File: src/design/pidpc_pkg.sv
// Shared types, constants and register codes of the PID position controller.
package pidpc_pkg;

    // Default width of one measured position sample
    localparam int MEAS_WIDTH_DEFAULT = 18;

    // Field widths
    localparam int SETPOINT_W = 18;
    localparam int GAIN_W     = 16;
    localparam int LIMIT_W    = 24;
    localparam int OUT_W      = 16;
    localparam int INTEG_W    = 25;
    localparam int DRIVE_W    = 17;

    // Configuration port widths
    localparam int CFG_ADDR_W = 3;
    localparam int CFG_DATA_W = 24;

    // Output scaling: drive is the weighted sum divided by this constant
    localparam int DIVISOR = 1000;

    // Divide by DIVISOR through a reciprocal multiply. Exact for any
    // nonnegative value below 2^SAT_W, which covers every unsaturated sum.
    localparam int          SAT_W       = 26;
    localparam int          RECIP_W     = 27;
    localparam int          RECIP_SHIFT = 36;
    localparam logic [RECIP_W-1:0] RECIP = RECIP_W'(68719477);

    // Reset values of the configuration registers
    localparam logic [SETPOINT_W-1:0] SETPOINT_RST   = SETPOINT_W'(100000);
    localparam logic [GAIN_W-1:0]     KP_RST         = GAIN_W'(50);
    localparam logic [GAIN_W-1:0]     KI_RST         = GAIN_W'(1);
    localparam logic [GAIN_W-1:0]     KD_RST         = GAIN_W'(2500);
    localparam logic [LIMIT_W-1:0]    LIMIT_RST      = LIMIT_W'(1000000);
    localparam logic [OUT_W-1:0]      OUTPUT_MAX_RST = OUT_W'(10000);
    localparam logic [OUT_W-1:0]      BIAS_RST       = OUT_W'(200);
    localparam logic [SAT_W-1:0]      SAT_LIMIT_RST  =
        SAT_W'((10000 + 1) * DIVISOR);

    // Register indexes on the configuration port
    typedef enum logic [CFG_ADDR_W-1:0] {
        REG_SETPOINT   = 3'd0,
        REG_GAIN_P     = 3'd1,
        REG_GAIN_I     = 3'd2,
        REG_GAIN_D     = 3'd3,
        REG_INT_LIMIT  = 3'd4,
        REG_OUTPUT_MAX = 3'd5,
        REG_OUTPUT_BIAS = 3'd6
    } cfg_idx_t;

    // Configuration bundle seen by the datapath
    typedef struct packed {
        logic [SETPOINT_W-1:0] setpoint;
        logic [GAIN_W-1:0]     gain_p;
        logic [GAIN_W-1:0]     gain_i;
        logic [GAIN_W-1:0]     gain_d;
        logic [LIMIT_W-1:0]    integral_limit;
        logic [OUT_W-1:0]      output_max;
        logic [OUT_W-1:0]      output_bias;
        logic [SAT_W-1:0]      sat_limit;   // (output_max + 1) * DIVISOR
    } cfg_t;

endpackage

File: src/design/pidpc_cfg_regs.sv
// Configuration register file of the PID position controller.
module pidpc_cfg_regs (
    input  logic                            clk,
    input  logic                            rst_n,
    input  logic                            cfg_wen,
    input  logic [pidpc_pkg::CFG_ADDR_W-1:0] cfg_addr,
    input  logic [pidpc_pkg::CFG_DATA_W-1:0] cfg_wdata,
    output pidpc_pkg::cfg_t                 cfg
);
    import pidpc_pkg::*;

    cfg_t cfg_reg;
    cfg_t cfg_next;

    // Decode a write; the saturation threshold tracks output_max
    always_comb
    begin
        cfg_next = cfg_reg;
        if (cfg_wen)
        begin
            unique case (cfg_idx_t'(cfg_addr))
                REG_SETPOINT:    cfg_next.setpoint       = cfg_wdata[SETPOINT_W-1:0];
                REG_GAIN_P:      cfg_next.gain_p         = cfg_wdata[GAIN_W-1:0];
                REG_GAIN_I:      cfg_next.gain_i         = cfg_wdata[GAIN_W-1:0];
                REG_GAIN_D:      cfg_next.gain_d         = cfg_wdata[GAIN_W-1:0];
                REG_INT_LIMIT:   cfg_next.integral_limit = cfg_wdata[LIMIT_W-1:0];
                REG_OUTPUT_MAX:  cfg_next.output_max     = cfg_wdata[OUT_W-1:0];
                REG_OUTPUT_BIAS: cfg_next.output_bias    = cfg_wdata[OUT_W-1:0];
                default:         cfg_next = cfg_reg;
            endcase
        end
        cfg_next.sat_limit =
            SAT_W'((32'(cfg_reg.output_max) + 32'd1) * 32'(DIVISOR));
    end

    always_ff @(posedge clk or negedge rst_n)
    begin
        if (!rst_n)
        begin
            cfg_reg.setpoint       <= SETPOINT_RST;
            cfg_reg.gain_p         <= KP_RST;
            cfg_reg.gain_i         <= KI_RST;
            cfg_reg.gain_d         <= KD_RST;
            cfg_reg.integral_limit <= LIMIT_RST;
            cfg_reg.output_max     <= OUTPUT_MAX_RST;
            cfg_reg.output_bias    <= BIAS_RST;
            cfg_reg.sat_limit      <= SAT_LIMIT_RST;
        end
        else
        begin
            cfg_reg <= cfg_next;
        end
    end

    assign cfg = cfg_reg;

endmodule

File: src/design/pidpc_error_stage.sv
// Input register, error and derivative, and the clamped error integral.
module pidpc_error_stage #(
    parameter int MEAS_WIDTH = pidpc_pkg::MEAS_WIDTH_DEFAULT,
    parameter int DW = ((MEAS_WIDTH > pidpc_pkg::SETPOINT_W) ?
                        MEAS_WIDTH : pidpc_pkg::SETPOINT_W) + 1
) (
    input  logic                          clk,
    input  logic                          rst_n,
    input  pidpc_pkg::cfg_t               cfg,
    input  logic                          in_valid,
    output logic                          in_ready,
    input  logic [MEAS_WIDTH-1:0]         in_meas,
    output logic                          out_valid,
    input  logic                          out_ready,
    output logic signed [DW-1:0]          out_err,
    output logic signed [DW-1:0]          out_deriv,
    output logic signed [pidpc_pkg::INTEG_W-1:0] out_acc
);
    import pidpc_pkg::*;

    localparam int AW = ((DW > INTEG_W) ? DW : INTEG_W) + 1;

    logic                      meas_valid_reg;
    logic [MEAS_WIDTH-1:0]     meas_reg;
    logic                      a_valid_reg;
    logic signed [DW-1:0]      err_reg;
    logic signed [DW-1:0]      deriv_reg;
    logic signed [INTEG_W-1:0] acc_reg;
    logic [MEAS_WIDTH-1:0]     prev_reg;
    logic signed [INTEG_W-1:0] integral_reg;

    logic                      a_ready;
    logic                      a_load;
    logic signed [DW-1:0]      err_next;
    logic signed [DW-1:0]      deriv_next;
    logic signed [AW-1:0]      acc_sum;
    logic signed [AW-1:0]      lim_s;
    logic signed [AW-1:0]      acc_clamped;
    logic signed [INTEG_W-1:0] acc_next;

    // Stage handshake: a stage takes a new word when empty or draining
    assign a_ready  = !a_valid_reg || out_ready;
    assign in_ready = !meas_valid_reg || a_ready;
    assign a_load   = meas_valid_reg && a_ready;

    // Error, derivative and the integral update with its clamp
    always_comb
    begin
        err_next    = $signed(DW'(cfg.setpoint)) - $signed(DW'(meas_reg));
        deriv_next  = $signed(DW'(meas_reg)) - $signed(DW'(prev_reg));
        lim_s       = $signed(AW'(cfg.integral_limit));
        acc_sum     = AW'(integral_reg) + AW'(err_next);
        acc_clamped = acc_sum;
        if (acc_sum > lim_s)
        begin
            acc_clamped = lim_s;
        end
        if (acc_sum < -lim_s)
        begin
            acc_clamped = -lim_s;
        end
        acc_next = $signed(acc_clamped[INTEG_W-1:0]);
    end

    // Control and loop state
    always_ff @(posedge clk or negedge rst_n)
    begin
        if (!rst_n)
        begin
            meas_valid_reg <= 1'b0;
            a_valid_reg    <= 1'b0;
            prev_reg       <= '0;
            integral_reg   <= '0;
        end
        else
        begin
            if (in_ready)
            begin
                meas_valid_reg <= in_valid;
            end
            if (a_ready)
            begin
                a_valid_reg <= meas_valid_reg;
            end
            if (a_load)
            begin
                prev_reg     <= meas_reg;
                integral_reg <= acc_next;
            end
        end
    end

    // Payload registers
    always_ff @(posedge clk)
    begin
        if (in_ready && in_valid)
        begin
            meas_reg <= in_meas;
        end
        if (a_load)
        begin
            err_reg   <= err_next;
            deriv_reg <= deriv_next;
            acc_reg   <= acc_next;
        end
    end

    assign out_valid = a_valid_reg;
    assign out_err   = err_reg;
    assign out_deriv = deriv_reg;
    assign out_acc   = acc_reg;

    // The integral handed on is always within the configured limit
    assert property (@(posedge clk) disable iff (!rst_n)
        a_load |=> ($signed(AW'(acc_reg)) <= lim_s) && ($signed(AW'(acc_reg)) >= -lim_s))
        else $error("integral outside its clamp");

    // The previous measurement follows the word just processed
    assert property (@(posedge clk) disable iff (!rst_n)
        a_load |=> (prev_reg == $past(meas_reg)) && (integral_reg == acc_reg))
        else $error("loop state out of step with the pipeline");

endmodule

File: src/design/pidpc_gain_stage.sv
// Gain products and their full-width weighted sum.
module pidpc_gain_stage #(
    parameter int MEAS_WIDTH = pidpc_pkg::MEAS_WIDTH_DEFAULT,
    parameter int DW = ((MEAS_WIDTH > pidpc_pkg::SETPOINT_W) ?
                        MEAS_WIDTH : pidpc_pkg::SETPOINT_W) + 1,
    parameter int PRW = DW + pidpc_pkg::GAIN_W + 1,
    parameter int IPW = pidpc_pkg::INTEG_W + pidpc_pkg::GAIN_W + 1,
    parameter int SW = ((PRW > IPW) ? PRW : IPW) + 2
) (
    input  logic                          clk,
    input  logic                          rst_n,
    input  pidpc_pkg::cfg_t               cfg,
    input  logic                          in_valid,
    output logic                          in_ready,
    input  logic signed [DW-1:0]          in_err,
    input  logic signed [DW-1:0]          in_deriv,
    input  logic signed [pidpc_pkg::INTEG_W-1:0] in_acc,
    output logic                          out_valid,
    input  logic                          out_ready,
    output logic signed [SW-1:0]          out_sum
);
    import pidpc_pkg::*;

    logic                  b_valid_reg;
    logic                  c_valid_reg;
    logic signed [PRW-1:0] p_prop_reg;
    logic signed [IPW-1:0] p_integ_reg;
    logic signed [PRW-1:0] p_deriv_reg;
    logic signed [SW-1:0]  sum_reg;

    logic                  b_ready;
    logic                  c_ready;
    logic signed [PRW-1:0] p_prop_next;
    logic signed [IPW-1:0] p_integ_next;
    logic signed [PRW-1:0] p_deriv_next;
    logic signed [SW-1:0]  sum_next;

    assign c_ready  = !c_valid_reg || out_ready;
    assign b_ready  = !b_valid_reg || c_ready;
    assign in_ready = b_ready;

    // Three gain products, each registered before the sum
    always_comb
    begin
        p_prop_next  = $signed(PRW'(cfg.gain_p)) * PRW'(in_err);
        p_integ_next = $signed(IPW'(cfg.gain_i)) * IPW'(in_acc);
        p_deriv_next = $signed(PRW'(cfg.gain_d)) * PRW'(in_deriv);
        sum_next     = SW'(p_prop_reg) + SW'(p_integ_reg) - SW'(p_deriv_reg);
    end

    always_ff @(posedge clk or negedge rst_n)
    begin
        if (!rst_n)
        begin
            b_valid_reg <= 1'b0;
            c_valid_reg <= 1'b0;
        end
        else
        begin
            if (b_ready)
            begin
                b_valid_reg <= in_valid;
            end
            if (c_ready)
            begin
                c_valid_reg <= b_valid_reg;
            end
        end
    end

    always_ff @(posedge clk)
    begin
        if (b_ready && in_valid)
        begin
            p_prop_reg  <= p_prop_next;
            p_integ_reg <= p_integ_next;
            p_deriv_reg <= p_deriv_next;
        end
        if (c_ready && b_valid_reg)
        begin
            sum_reg <= sum_next;
        end
    end

    assign out_valid = c_valid_reg;
    assign out_sum   = sum_reg;

endmodule

File: src/design/pidpc_scale_stage.sv
// Divide by the scale constant, clamp to the output range and add the bias.
module pidpc_scale_stage #(
    parameter int MEAS_WIDTH = pidpc_pkg::MEAS_WIDTH_DEFAULT,
    parameter int DW = ((MEAS_WIDTH > pidpc_pkg::SETPOINT_W) ?
                        MEAS_WIDTH : pidpc_pkg::SETPOINT_W) + 1,
    parameter int PRW = DW + pidpc_pkg::GAIN_W + 1,
    parameter int IPW = pidpc_pkg::INTEG_W + pidpc_pkg::GAIN_W + 1,
    parameter int SW = ((PRW > IPW) ? PRW : IPW) + 2
) (
    input  logic                           clk,
    input  logic                           rst_n,
    input  pidpc_pkg::cfg_t                cfg,
    input  logic                           in_valid,
    output logic                           in_ready,
    input  logic signed [SW-1:0]           in_sum,
    output logic                           out_valid,
    input  logic                           out_ready,
    output logic [pidpc_pkg::DRIVE_W-1:0]  out_drive
);
    import pidpc_pkg::*;

    localparam int PW = SAT_W + RECIP_W;

    logic                   d_valid_reg;
    logic                   d_zero_reg;
    logic                   d_sat_reg;
    logic [SAT_W-1:0]       d_val_reg;
    logic                   e_valid_reg;
    logic                   e_zero_reg;
    logic                   e_sat_reg;
    logic [OUT_W-1:0]       e_quot_reg;
    logic                   f_valid_reg;
    logic [DRIVE_W-1:0]     drive_reg;

    logic                   d_ready;
    logic                   e_ready;
    logic                   f_ready;
    logic                   d_sat_next;
    logic [PW-1:0]          prod;
    logic [OUT_W-1:0]       sel;
    logic [DRIVE_W-1:0]     drive_next;

    assign f_ready  = !f_valid_reg || out_ready;
    assign e_ready  = !e_valid_reg || f_ready;
    assign d_ready  = !d_valid_reg || e_ready;
    assign in_ready = d_ready;

    // Classify: negative sums give zero, sums at or above the threshold saturate
    assign d_sat_next = in_sum >= $signed(SW'(cfg.sat_limit));

    // Quotient of an unsaturated sum by reciprocal multiply
    assign prod = PW'(d_val_reg) * PW'(RECIP);

    // Final selection and bias
    always_comb
    begin
        if (e_zero_reg)
        begin
            sel = '0;
        end
        else if (e_sat_reg)
        begin
            sel = cfg.output_max;
        end
        else
        begin
            sel = e_quot_reg;
        end
        drive_next = DRIVE_W'(sel) + DRIVE_W'(cfg.output_bias);
    end

    always_ff @(posedge clk or negedge rst_n)
    begin
        if (!rst_n)
        begin
            d_valid_reg <= 1'b0;
            e_valid_reg <= 1'b0;
            f_valid_reg <= 1'b0;
        end
        else
        begin
            if (d_ready)
            begin
                d_valid_reg <= in_valid;
            end
            if (e_ready)
            begin
                e_valid_reg <= d_valid_reg;
            end
            if (f_ready)
            begin
                f_valid_reg <= e_valid_reg;
            end
        end
    end

    always_ff @(posedge clk)
    begin
        if (d_ready && in_valid)
        begin
            d_zero_reg <= in_sum[SW-1];
            d_sat_reg  <= d_sat_next;
            d_val_reg  <= in_sum[SAT_W-1:0];
        end
        if (e_ready && d_valid_reg)
        begin
            e_zero_reg <= d_zero_reg;
            e_sat_reg  <= d_sat_reg;
            e_quot_reg <= prod[RECIP_SHIFT +: OUT_W];
        end
        if (f_ready && e_valid_reg)
        begin
            drive_reg <= drive_next;
        end
    end

    assign out_valid = f_valid_reg;
    assign out_drive = drive_reg;

    // An unsaturated quotient never exceeds the output maximum
    assert property (@(posedge clk) disable iff (!rst_n)
        (e_valid_reg && !e_zero_reg && !e_sat_reg) |-> (e_quot_reg <= cfg.output_max))
        else $error("scaled quotient above output maximum");

    // A delivered word stays within the clamped range plus bias
    assert property (@(posedge clk) disable iff (!rst_n)
        f_valid_reg |->
            (drive_reg <= DRIVE_W'(cfg.output_max) + DRIVE_W'(cfg.output_bias))
            && (drive_reg >= DRIVE_W'(cfg.output_bias)))
        else $error("drive outside its range");

endmodule

File: src/design/pid_position_controller.sv
// Top level of the PID position controller.
//
// One measured position word enters on the s_axis channel and one drive
// word leaves on the m_axis channel for each of them, in order. Error is
// setpoint minus measurement, derivative is measurement minus the previous
// measurement, and the error integral is clamped to +/- integral_limit.
// The weighted sum is divided by 1000 (toward zero), clamped to
// 0..output_max and offset by output_bias.
// An accepted input word passes the input, error, product, sum, classify,
// quotient and drive registers. Throughput is one word per cycle when m_axis
// does not stall; the only loop, the integral add and clamp, is in the error stage.
// Every stage has its own valid bit and loads when empty or draining, so
// gaps in the pipeline are filled while a finished word waits on m_axis.
// When the receiver stalls, the pipeline fills up and s_axis_tready drops
// only once all stages hold a word.
// Reset clears the pipeline, the previous measurement and the integral,
// and loads the default register values. Registers must be written through
// cfg_wen/cfg_addr/cfg_wdata while the block is idle; the block does not enforce it.
module pid_position_controller #(
    parameter int MEAS_WIDTH = pidpc_pkg::MEAS_WIDTH_DEFAULT,
    parameter int IN_BYTES_W = ((MEAS_WIDTH + 7) / 8) * 8
) (
    input  logic                             clk,
    input  logic                             rst_n,
    input  logic                             cfg_wen,
    input  logic [pidpc_pkg::CFG_ADDR_W-1:0] cfg_addr,
    input  logic [pidpc_pkg::CFG_DATA_W-1:0] cfg_wdata,
    input  logic                             s_axis_tvalid,
    output logic                             s_axis_tready,
    input  logic [IN_BYTES_W-1:0]            s_axis_tdata,  // measured_position
    output logic                             m_axis_tvalid,
    input  logic                             m_axis_tready,
    output logic [23:0]                      m_axis_tdata   // drive, zero pad
);
    import pidpc_pkg::*;

    localparam int DW  = ((MEAS_WIDTH > SETPOINT_W) ? MEAS_WIDTH : SETPOINT_W) + 1;
    localparam int PRW = DW + GAIN_W + 1;
    localparam int IPW = INTEG_W + GAIN_W + 1;
    localparam int SW  = ((PRW > IPW) ? PRW : IPW) + 2;

    cfg_t                      cfg;
    logic                      err_valid;
    logic                      err_ready;
    logic signed [DW-1:0]      err;
    logic signed [DW-1:0]      deriv;
    logic signed [INTEG_W-1:0] acc;
    logic                      sum_valid;
    logic                      sum_ready;
    logic signed [SW-1:0]      sum;
    logic [DRIVE_W-1:0]        drive;

    pidpc_cfg_regs u_cfg (
        .clk       (clk),
        .rst_n     (rst_n),
        .cfg_wen   (cfg_wen),
        .cfg_addr  (cfg_addr),
        .cfg_wdata (cfg_wdata),
        .cfg       (cfg)
    );

    pidpc_error_stage #(
        .MEAS_WIDTH (MEAS_WIDTH),
        .DW         (DW)
    ) u_error (
        .clk       (clk),
        .rst_n     (rst_n),
        .cfg       (cfg),
        .in_valid  (s_axis_tvalid),
        .in_ready  (s_axis_tready),
        .in_meas   (s_axis_tdata[MEAS_WIDTH-1:0]),
        .out_valid (err_valid),
        .out_ready (err_ready),
        .out_err   (err),
        .out_deriv (deriv),
        .out_acc   (acc)
    );

    pidpc_gain_stage #(
        .MEAS_WIDTH (MEAS_WIDTH),
        .DW         (DW),
        .PRW        (PRW),
        .IPW        (IPW),
        .SW         (SW)
    ) u_gain (
        .clk       (clk),
        .rst_n     (rst_n),
        .cfg       (cfg),
        .in_valid  (err_valid),
        .in_ready  (err_ready),
        .in_err    (err),
        .in_deriv  (deriv),
        .in_acc    (acc),
        .out_valid (sum_valid),
        .out_ready (sum_ready),
        .out_sum   (sum)
    );

    pidpc_scale_stage #(
        .MEAS_WIDTH (MEAS_WIDTH),
        .DW         (DW),
        .PRW        (PRW),
        .IPW        (IPW),
        .SW         (SW)
    ) u_scale (
        .clk       (clk),
        .rst_n     (rst_n),
        .cfg       (cfg),
        .in_valid  (sum_valid),
        .in_ready  (sum_ready),
        .in_sum    (sum),
        .out_valid (m_axis_tvalid),
        .out_ready (m_axis_tready),
        .out_drive (drive)
    );

    assign m_axis_tdata = 24'(drive);

endmodule
File: config.mk
export PLATFORM = sky130hd
export DESIGN_NAME = pid_position_controller
export DESIGN_NICKNAME = d
export VERILOG_FILES = /design/src/design/pidpc_pkg.sv /design/src/design/pidpc_cfg_regs.sv /design/src/design/pidpc_error_stage.sv /design/src/design/pidpc_gain_stage.sv /design/src/design/pidpc_scale_stage.sv /design/src/design/pid_position_controller.sv
export SDC_FILE = /design/constraint.sdc
export NUM_CORES = 2
export LEC_CHECK = 0
export BUFFER_PORTS_ARGS = -buffer_cell sky130_fd_sc_hd__buf_2
export CORE_ASPECT_RATIO = 0.7
export CORE_MARGIN = 4
export CORE_UTILIZATION = 45
export CTS_CLUSTER_DIAMETER = 80
export CTS_CLUSTER_SIZE = 12
export DETAILED_ROUTE_END_ITERATION = 8
export HOLD_SLACK_MARGIN = 0.08
export PLACE_DENSITY = 0.71
export SETUP_SLACK_MARGIN = 0.15
export SYNTH_ARGS = -nofsm -noshare
export SYNTH_HDL_FRONTEND = slang
export SYNTH_SLANG_ARGS = --single-unit
export TNS_END_PERCENT = 5
File: constraint.sdc
create_clock -name clk -period 7.35 [get_ports clk]
set_clock_uncertainty 0.1 [all_clocks]
set_input_delay 0.735 -clock clk [delete_from_list [all_inputs] [get_ports clk]]
set_output_delay 0.735 -clock clk [all_outputs]
set_load 0.01 [all_outputs]
==> impl_metrics.env <==
export IMPL_worstSetupEndpointType="flop"
export IMPL_tritoncts="yes"
export IMPL_timing_final_crit_share=0.957
export IMPL_largest_register_ffs=145
export IMPL_synth_cell_types=82
export IMPL_path_class="reg -> reg"
export IMPL_core_um2=167000
export IMPL_ios=82
export IMPL_rsz0062_at_grt="true"
export IMPL_drt_initial_drc_count=4944
export IMPL_worstPathRequired_ps=7630
export IMPL_synth_seq_area_share=0.184
export IMPL_ant_nets=0
export IMPL_total_clock_buffers_created_by_cts=50
export IMPL_grt_ovfl_total=0
export IMPL_clk_pin_slew_worst_paths_ps=70
export IMPL_routedWlPerCell_um=20.2
export IMPL_critPathArrivalTime_ps=7310
export IMPL_avgViaCountPerCell=5.29
export IMPL_outcome="completed"
export IMPL_rrSetupSlack_ps=310
export IMPL_reg_to_reg_start="u_error.out_acc[4]$_DFFE_PP_"
export IMPL_grt_max_degree=121
export IMPL_grt_pass1_vias=56003
export IMPL_holdCritStartpoint="s_axis_tdata[16]"
export IMPL_netlist_area_um2=76000
export IMPL_chipHeight_um=352
export IMPL_yosys_register_bits=497
export IMPL_whs_endpoint="u_error.meas_reg[16]$_DFFE_PP_"
export IMPL_post_route_cells_drive_above_1_share=0.0780
export IMPL_capturing_point_of_the_worst_reg2reg_path="u_gain.p_integ_reg[41]$_DFFE_PP_"
export IMPL_post_synth_cell_area_avg_um2=9.79
export IMPL_start_kind="flop"
export IMPL_setup_violations=0
export IMPL_worst_hold_slack_ps=168
export IMPL_drt_wl_total_um=206000
export IMPL_maxSlewHeadroom=0.297
export IMPL_first_pass_iters=6
export IMPL_rr_worst_depth=22
export IMPL_placer_s_final_routability_congestion_estimate=0.989
export IMPL_synthArstFlopShare=0.392
export IMPL_drv_max_cap_violation_count=0
export IMPL_min_path_type="in -> reg"
export IMPL_clk_path_buf_depth=3
export IMPL_synth_flop_cell="sky130_fd_sc_hd__edfxtp_1"
export IMPL_area_growth_syn_to_layout_pct=8.45
export IMPL_hold_viol_final=0
export IMPL_critical_path_peak_fanout=12
export IMPL_antenna_found_initial=13
export IMPL_drc=0
export IMPL_layout_nets=10108
export IMPL_hold_depth=1
export IMPL_routed_via_count=53984
export IMPL_synthesis_instances=7767
export IMPL_insertion_delay_ps=650
export IMPL_ctsHtreeMaxLevel=2
export IMPL_synth_edf_count=302
export IMPL_floorplan_die_width_um=499
export IMPL_min_period_ps=7040
export IMPL_hpwl_um=170000
export IMPL_wire_length_of_the_first_global_routing_pass_um=325000
export IMPL_start_util=0.456
export IMPL_yosys_warnings=0
export IMPL_site_rows=125
export IMPL_clkSinkCount=497
export IMPL_clock_fmax_mhz=142
export IMPL_grtUsageTotal=0.235
export IMPL_clockRootBuffer="sky130_fd_sc_hd__clkbuf_16"
export IMPL_port_buffers=68
export IMPL_worst_slew_pin_transition_ps=1050
export IMPL_slew_viol_final=0
export IMPL_fp_dieArea_um2=176000
## through the flow
stage	worst slack, ps	cell area [um^2]	cells	TNS [ps]	util
3_5_place_dp	-23.9	79800	10022	-23.9	0.478
3_3_place_gp	-18.3	79800	10022	-18.3	0.478
5_1_grt	54.5	82500	10199	0	0.494
6_report	313	82500	10202	0	0.494
4_1_cts	71.3	81300	10117	0	0.487
2_1_floorplan	628	76100	7773	0	-
## layout by cell type, fill, tap and decap left out, types with 22 or more instances in the layout
cell | Yosys | final
sky130_fd_sc_hd__buf_2 | 2 | 67
sky130_fd_sc_hd__ha_1 | 801 | 799
sky130_fd_sc_hd__mux2_2 | 110 | 110
sky130_fd_sc_hd__buf_4 | 7 | 222
sky130_fd_sc_hd__xnor2_1 | 208 | 207
sky130_fd_sc_hd__and3_1 | 22 | 22
sky130_fd_sc_hd__edfxtp_1 | 302 | 302
sky130_fd_sc_hd__fa_1 | 1320 | 1320
sky130_fd_sc_hd__nor2_1 | 204 | 201
sky130_fd_sc_hd__nand3_1 | 71 | 70
sky130_fd_sc_hd__xor2_1 | 64 | 62
sky130_fd_sc_hd__nand4_1 | 40 | 40
sky130_fd_sc_hd__nand2b_1 | 35 | 35
sky130_fd_sc_hd__nor3_1 | 76 | 74
sky130_fd_sc_hd__clkbuf_16 | 0 | 50
sky130_fd_sc_hd__and2_1 | 372 | 370
sky130_fd_sc_hd__buf_12 | 0 | 27
sky130_fd_sc_hd__dfstp_2 | 40 | 35
sky130_fd_sc_hd__mux2i_1 | 37 | 36
sky130_fd_sc_hd__nor2b_1 | 44 | 43
sky130_fd_sc_hd__o21a_1 | 42 | 42
sky130_fd_sc_hd__o21ai_0 | 179 | 164
sky130_fd_sc_hd__a21oi_1 | 206 | 201
sky130_fd_sc_hd__o21bai_1 | 27 | 27
sky130_fd_sc_hd__clkbuf_1 | 207 | 34
sky130_fd_sc_hd__dfrtp_1 | 155 | 138
sky130_fd_sc_hd__nand2_1 | 818 | 818
sky130_fd_sc_hd__inv_1 | 1973 | 1972
sky130_fd_sc_hd__a21o_1 | 99 | 99
sky130_fd_sc_hd__a31oi_1 | 32 | 30
## critical path, cell delays in order (launching register included)
cell	delay [ps]
sky130_fd_sc_hd__edfxtp_1	620
sky130_fd_sc_hd__buf_4	290
sky130_fd_sc_hd__nand2_1	90
sky130_fd_sc_hd__fa_1	480
sky130_fd_sc_hd__inv_1	50
sky130_fd_sc_hd__fa_1	480
sky130_fd_sc_hd__inv_1	60
sky130_fd_sc_hd__fa_1	510
sky130_fd_sc_hd__inv_1	60
sky130_fd_sc_hd__ha_1	310
sky130_fd_sc_hd__fa_1	510
sky130_fd_sc_hd__fa_1	420
sky130_fd_sc_hd__ha_1	260
sky130_fd_sc_hd__or4_1	530
sky130_fd_sc_hd__o21a_1	230
sky130_fd_sc_hd__a211oi_2	230
sky130_fd_sc_hd__buf_4	180
sky130_fd_sc_hd__o21ai_1	120
sky130_fd_sc_hd__a221o_1	380
sky130_fd_sc_hd__a221o_1	360
sky130_fd_sc_hd__a31o_1	230
sky130_fd_sc_hd__a21oi_2	140
sky130_fd_sc_hd__xnor2_1	100
## worst max path at each step
stage                     slack (ps)                                  end                           from  cells past startpoint
final                            310     u_gain.p_integ_reg[41]$_DFFE_PP_   u_error.out_acc[4]$_DFFE_PP_                     22
after global routing              50  u_error.integral_reg[1]$_DFFE_PN0P_     u_cfg.cfg[130]$_DFFE_PN0P_                     35
after CTS                         70         u_error.out_acc[9]$_DFFE_PP_     u_cfg.cfg[130]$_DFFE_PN0P_                     33
after detailed placement         -20  u_error.integral_reg[0]$_DFFE_PN0P_     u_cfg.cfg[130]$_DFFE_PN0P_                     33
after global placement           -20  u_error.integral_reg[0]$_DFFE_PN0P_  u_error.meas_reg[1]$_DFFE_PP_                     29
after floorplan                  630     u_gain.p_integ_reg[41]$_DFFE_PP_     u_cfg.cfg[106]$_DFFE_PN0P_                     25
## layout make-up
type / count / area (um^2)
Tap cell: 2222 / 2780
Antenna cell: 7 / 17.5
Multi-Input combinational cell: 5084 / 54000
Sequential cell: 497 / 14000
Clock inverter: 9 / 138
Inverter: 1974 / 7410
Timing Repair Buffer: 324 / 2640
Fill cell: 14890 / 84400
Clock buffer: 85 / 1390
## kinds of logic after synthesis
| family | synth area share |
|---|---|
| AOI/OAI and AO/OA | 0.0650 |
| xor gates and xnor gates | 0.0313 |
| adders and majority gates | 0.479 |
| buffers and inverters | 0.109 |
| DFF | 0.184 |
| muxes | 0.0212 |
| other | 0.0000493 |
| and+or+nand+nor | 0.110 |
## Yosys cell counts (18+ instances only)
cell	n	area [um^2]
sky130_fd_sc_hd__inv_1	1973	7410
sky130_fd_sc_hd__fa_1	1320	26400
sky130_fd_sc_hd__nand2_1	818	3070
sky130_fd_sc_hd__ha_1	801	10000
sky130_fd_sc_hd__and2_1	372	2330
sky130_fd_sc_hd__edfxtp_1	302	9070
sky130_fd_sc_hd__xnor2_1	208	1820
sky130_fd_sc_hd__clkbuf_1	207	777
sky130_fd_sc_hd__a21oi_1	206	1030
sky130_fd_sc_hd__nor2_1	204	766
sky130_fd_sc_hd__o21ai_0	179	896
sky130_fd_sc_hd__dfrtp_1	155	3880
sky130_fd_sc_hd__mux2_2	110	1240
sky130_fd_sc_hd__a21o_1	99	743
sky130_fd_sc_hd__nor3_1	76	380
sky130_fd_sc_hd__nand3_1	71	355
sky130_fd_sc_hd__xor2_1	64	561
sky130_fd_sc_hd__nor2b_1	44	275
sky130_fd_sc_hd__o21a_1	42	315
sky130_fd_sc_hd__dfstp_2	40	1050
sky130_fd_sc_hd__nand4_1	40	250
sky130_fd_sc_hd__mux2i_1	37	370
sky130_fd_sc_hd__nand2b_1	35	219
sky130_fd_sc_hd__a31oi_1	32	200
sky130_fd_sc_hd__o21bai_1	27	203
sky130_fd_sc_hd__and3_1	22	138
sky130_fd_sc_hd__or3_1	20	125
sky130_fd_sc_hd__a211oi_1	18	135
## routing by layer
metal | part of all wire | GRT usage | vias to the layer above
met5 | 0.000063 | 0 | -
met4 | 0.025 | 0.0525 | 2
met3 | 0.12 | 0.0634 | 267
met2 | 0.41 | 0.333 | 2362
met1 | 0.45 | 0.359 | 27101
li1 | - | - | 24252
## repair_timing
action / 4_1_cts / 5_1_grt
endpoints found under the setup margin: 20 / 83
gates resized for setup: 1 / 81
hold buffers: 1 / 0
buffers inserted: 0 / 78
pin swaps: 0 / 14
hold endpoints to repair: 48 / 0
Power is not shown: default switching activity piles up to over one toggle a cycle in this logic, so the estimate is an artifact.
